$ cat config.mk
export PLATFORM = sky130hd
export DESIGN_NAME = ffra_table
export DESIGN_NICKNAME = d
export VERILOG_FILES = /design/src/rtl/ffra_pkg.sv /design/src/rtl/ffra_table.sv
export SDC_FILE = /design/constraint.sdc
export NUM_CORES = 2
export LEC_CHECK = 0
export BUFFER_PORTS_ARGS = -buffer_cell sky130_fd_sc_hd__buf_4
export CAP_MARGIN = 25
export CORE_UTILIZATION = 60
export CTS_BUF_LIST = sky130_fd_sc_hd__clkbuf_4 sky130_fd_sc_hd__clkbuf_8
export CTS_CLUSTER_DIAMETER = 200
export DETAILED_ROUTE_END_ITERATION = 8
export PLACE_DENSITY_LB_ADDON = 0.08
export SLEW_MARGIN = 20
export SYNTH_ARGS = -nofsm -noshare
export SYNTH_HDL_FRONTEND = slang
export SYNTH_SLANG_ARGS = --single-unit
$ cat constraint.sdc
create_clock -name clk -period 7.8 [get_ports clk]
set_clock_uncertainty 0.1 [all_clocks]
set_input_delay 1.95 -clock clk [delete_from_list [all_inputs] [get_ports clk]]
set_output_delay 1.95 -clock clk [all_outputs]
set_load 0.01 [all_outputs]
$ cat src/rtl/ffra_pkg.sv
// ----------------------------------------------------------------------------
// ffra_pkg: shared types and constants for the first-fit region allocator
// Table geometry, granule size, status codes and sequencer states.
// ----------------------------------------------------------------------------
package ffra_pkg;

    localparam int FREE_SLOTS = 64;
    localparam int MIN_REGION = 4096;
    localparam int IDX_W = $clog2(FREE_SLOTS);
    localparam int CNT_W = $clog2(FREE_SLOTS + 1);
    localparam logic [31:0] POOL_RESET = 32'd268435456;

    typedef enum logic [1:0] {
        ST_OK   = 2'd0,
        ST_OOM  = 2'd1,
        ST_FULL = 2'd2,
        ST_ZERO = 2'd3
    } status_t;

    typedef enum logic [3:0] {
        S_IDLE,
        S_SCAN,
        S_SCAN_CHK,
        S_SHIFT_DN,
        S_FIND,
        S_FIND_CHK,
        S_SHIFT_UP,
        S_PREV_RD,
        S_NEXT_RD,
        S_MERGE,
        S_DONE
    } state_t;

endpackage

$ cat src/rtl/ffra_table.sv
// ----------------------------------------------------------------------------
// ffra_table: free table storage
// Offset and size memories, one write and one registered read per cycle.
// ----------------------------------------------------------------------------
module ffra_table
    import ffra_pkg::*;
(
    input  logic             clk,
    input  logic             wr_en,
    input  logic [IDX_W-1:0] wr_idx,
    input  logic [31:0]      wr_off,
    input  logic [31:0]      wr_size,
    input  logic [IDX_W-1:0] rd_idx,
    output logic [31:0]      rd_off,
    output logic [31:0]      rd_size
);

    logic [31:0] off_mem  [FREE_SLOTS];
    logic [31:0] size_mem [FREE_SLOTS];

    always_ff @(posedge clk)
    begin
        if (wr_en)
        begin
            off_mem[wr_idx]  <= wr_off;
            size_mem[wr_idx] <= wr_size;
        end
        rd_off  <= off_mem[rd_idx];
        rd_size <= size_mem[rd_idx];
    end

endmodule

# Word-level counts from Yosys, hierarchy flattened

Memories as Yosys holds them, arrays and structs flattened. A register that Yosys moved wholly into a read port is not among the register bits.
Index checks and enable logic that the tools add are counted.

Bits in registers: 0
Memory bits (writable): 4096
Input bits: 78
Word-level logic and storage cells: 4
Memories: 2

Memories:

| name     | words | bits a word | read ports | clocked after Yosys merged registers in | write ports | RTL line         | RTL |
|---|---|---|---|---|---|---|---|
| off_mem  | 64    | 32          | 1          | 1                                       | 1           | ffra_table.sv:18 | `logic [31:0] off_mem [FREE_SLOTS];` |
| size_mem | 64    | 32          | 1          | 1                                       | 1           | ffra_table.sv:19 | `logic [31:0] size_mem [FREE_SLOTS];` |

Multiplexer cells: 2

Operator list:

| operator          | number |
|---|---|
| two-way mux 1 bit | 2 |

# Depth between registers and ports, before layout

Word-level depth: 2
Depth in mapped cells: 9
Gate-level depth less buffers: 4

# Worst setup path before layout

OpenSTA, ideal clock, no wires.

Path type: input port to flip-flop
Start point: in wr_idx[4]
End point: mem off_mem[16][0] (enable)
Library setup time: 0.486 ns
Arrival: 5.460 ns
Data required time: 7.214 ns
Slack: 1.754 ns
Stages on the path: 4
Path buffers: 2
Path through: clkbuf_1 -> or3b_2 -> clkbuf_1 -> nor2_1

RTL lines:

| item        | RTL line         | RTL |
|---|---|---|
| from (decl) | ffra_table.sv:10 | `input logic [IDX_W-1:0] wr_idx,` |
| to (decl)   | ffra_table.sv:18 |  |

No word-level cell before the write port.

# Worst setup path after layout

Start point: in wr_en
End point: mem size_mem[5][30] (enable)

Cells in the longest elaborated chain, start to end: 2

RTL lines:

| item                                    | RTL line         | RTL |
|---|---|---|
| from (decl)                             | ffra_table.sv:9  | `input logic wr_en,` |
| two-way mux 1 bit                       | ffra_table.sv:23 | `if (wr_en)` |
| two-way mux 1 bit (implied by the code) | ffra_table.sv:26 | `size_mem[wr_idx] <= wr_size;` |
| to (decl)                               | ffra_table.sv:19 |  |

No other way between the ends.

==> impl_metrics.yaml <==
synth:
  synthCells: 6505
  yosys.area_share.simple_pct: 0.831
  synth_compound_area_share_pct: 2.80
  yosysWarnings: 0
  netlist_area_sq_mm: 0.156
  ys_types: 30
  synth.area.mux_share_pct: 15.4
  post_synth.cell_area_avg_sq_um: 24.0
  ys_seq_elements: 4160
  seq_area_frac_synth_pct: 79.7
  synthXorXnorAreaFrac_pct: 0
  synth_top_family_by_area: "multiplexers"
  synthAdderAreaFrac_pct: 0
  syn_nets: 6583
route:
  drt-pass1-iter-count: 6
  wl_microns: 422000
  wl_per_cell_microns: 38.4
  drt-initial-drc-count: 10700
  viasPerCell: 6.98
  num_vias: 76800
  drc: 0
  ant_nets: 0
timing:
  worst_slew_pin_slew_ns: 1.18
  drv_slew: 0
  hold_viol: 0
  tns_ns: 0
  setup_violations: 0
  finalCritPeriodShare_pct: 55.2
  period_minus_slack_ns: 4.31
  relSlewSlack_pct: 21.4
  max_freq_mhz: 232
  grt_setup_unrepaired: "false"
clocking:
  path_clk_slew_ns: 0.06
  cts_hold_buf: 0
  post-cts-setup-buffer-count: 0
  cts_root_buffer: "clkbuf_8"
  cts_tree: "done"
  insertion_delay_ns: 1.06
  h-tree-depth: 6
  cts_resized: 0
  cts_sinks: 4160
  numCtsBuffers: 652
  ctsLongestPathBuffers: 4
die:
  die_x_microns: 512
  floorplan.initialDensity_pct: 60.5
  die_area_sq_mm: 0.262
  core_sq_mm: 0.258
  die_h_microns: 512
  ios: 142
  row_count: 186
finish:
  final_area_sq_mm: 0.175
  layout_common_cells: "4096 x edfxtp_1, 1024 x mux4_2, 676 x clkbuf_8"
  seqCellArea_sq_mm: 0.124
  area_growth_pct: 12.0
  layout_commonest_cell: "edfxtp_1"
  final_layout_size_suffix_gt1_share_pct: 32.3
  fillers: 15900
  multiInputGateArea_sq_mm: 0.0302
  nNetsFinal: 7194
worst_setup_path:
  crit_start: "wr_en"
  crit_path_start_kind: "primary input"
  worstPathArrival_ns: 4.88
  cp-end-kind: "flop"
  timing_worst_setup_path_type: "in2reg"
  required_ns: 8.38
  crit_fanout: 28
  timing.rr.start: "size_mem[24][13]$_DFFE_PP_"
run_status:
  status: "completed"
placement:
  numPortBuffers: 141
  dp_hpwl_microns: 217000
  gp_congestion: 0.800
  dpl_cell_area_sq_mm: 0.162
hold_path:
  hold_path.class: "reg2reg"
  min-delay-start: "size_mem[46][1]$_DFFE_PP_"
power:
  finalPower_mw: 44.8
  peakVddDrop_v: 0.000197
  power.leakage_nw: 54.7
  pwr_density_cell_mw_per_mm2: 257
grt:
  antenna_found_initial: 23
  grt_usage_pct: 32.4
  grt_max_degree: 124
  first_global_vias: 76900
  overflow: 0
  grt_pass1_wl_microns: 586000
run:
  cap_violations: 0
-- report_power, final --
part           total (mW)  switching (mW)  internal (mW)
clock                17.8            8.38           9.42
combinational        2.14            1.36          0.787
sequential           24.9          0.0964           24.8
-- cell families after synthesis --
group                  Yosys count
and+or+nand+nor                278
buffers and inverters          378
AOI/OAI and AO/OA              575
muxes                         1114
DFF                           4160
-- synth_stat cells, drive strengths merged --
master / n / area, sq um
edfxtp: 4096 / 123000
mux4: 1024 / 23100
a22oi: 256 / 1920
buf: 236 / 1400
clkbuf: 141 / 531
nand3: 133 / 666
nor2: 110 / 413
o22ai: 102 / 638
mux2i: 90 / 901
dfxtp: 64 / 1280
o211a: 64 / 641
o221ai: 64 / 561
a211oi: 63 / 473
a21oi: 25 / 125
nand2: 7 / 26.3
nor2b: 7 / 43.8
nand2b: 4 / 25.0
nand3b: 4 / 30.0
or3b: 4 / 35.0
and2: 3 / 18.8
or3: 3 / 18.8
or2: 2 / 12.5
a221oi: 1 / 8.76
inv: 1 / 3.75
nand4: 1 / 6.26
-- worst max-delay path, stage by stage --
cell     delay [ns]
buf_4          0.14
nor2b_1        0.32
nand3_1        0.69
nor2_4         1.05
buf_4          0.67
-- registers in the layout, indices dropped and copies added (netlist names) --
register  count
off_mem    2048
rd_off       32
rd_size      32
size_mem   2048
-- layout make-up --
class	count	share of cell area, %
Clock buffer	912	6.34
Timing Repair Buffer	334	1.89
Sequential cell	4160	71.2
Clock inverter	245	0.839
Inverter	1	0.00215
Antenna cell	6	0.00860
Multi-Input combinational cell	1967	17.3
Tap cell	3384	2.43
-- layer usage --
metal	global-route usage [%]	vias up	wire, microns
met4	9.34	12	11800
met3	7.76	668	47300
met2	50.7	4903	203000
li1	-	29600	-
met1	46.4	41700	160000
met5	0	-	78
-- stage by stage --
stage / setup slack, ns / hold WS [ns] / cells / util (%)
6_report: 3.49 / 0.722 / 11000 / 67.8
5_1_grt: 3.44 / 0.755 / 11000 / 67.8
4_1_cts: 3.61 / 0.716 / 11000 / 67.7
3_5_place_dp: 2.51 / 0.715 / 9842 / 62.9
3_3_place_gp: 2.52 / 0.709 / 9840 / 62.8
2_1_floorplan: 1.75 / 0.683 / 6505 / -
-- final timing paths --
kind,end,slack [ns],cells after the start
min reg2reg,rd_size[1]$_DFF_P_,0.72,4
max reg2reg,rd_size[13]$_DFF_P_,5.64,4
max,size_mem[5][30]$_DFFE_PP_,3.49,5
min,rd_size[1]$_DFF_P_,0.72,4
Note: power is estimated with default switching activity, not from simulation.
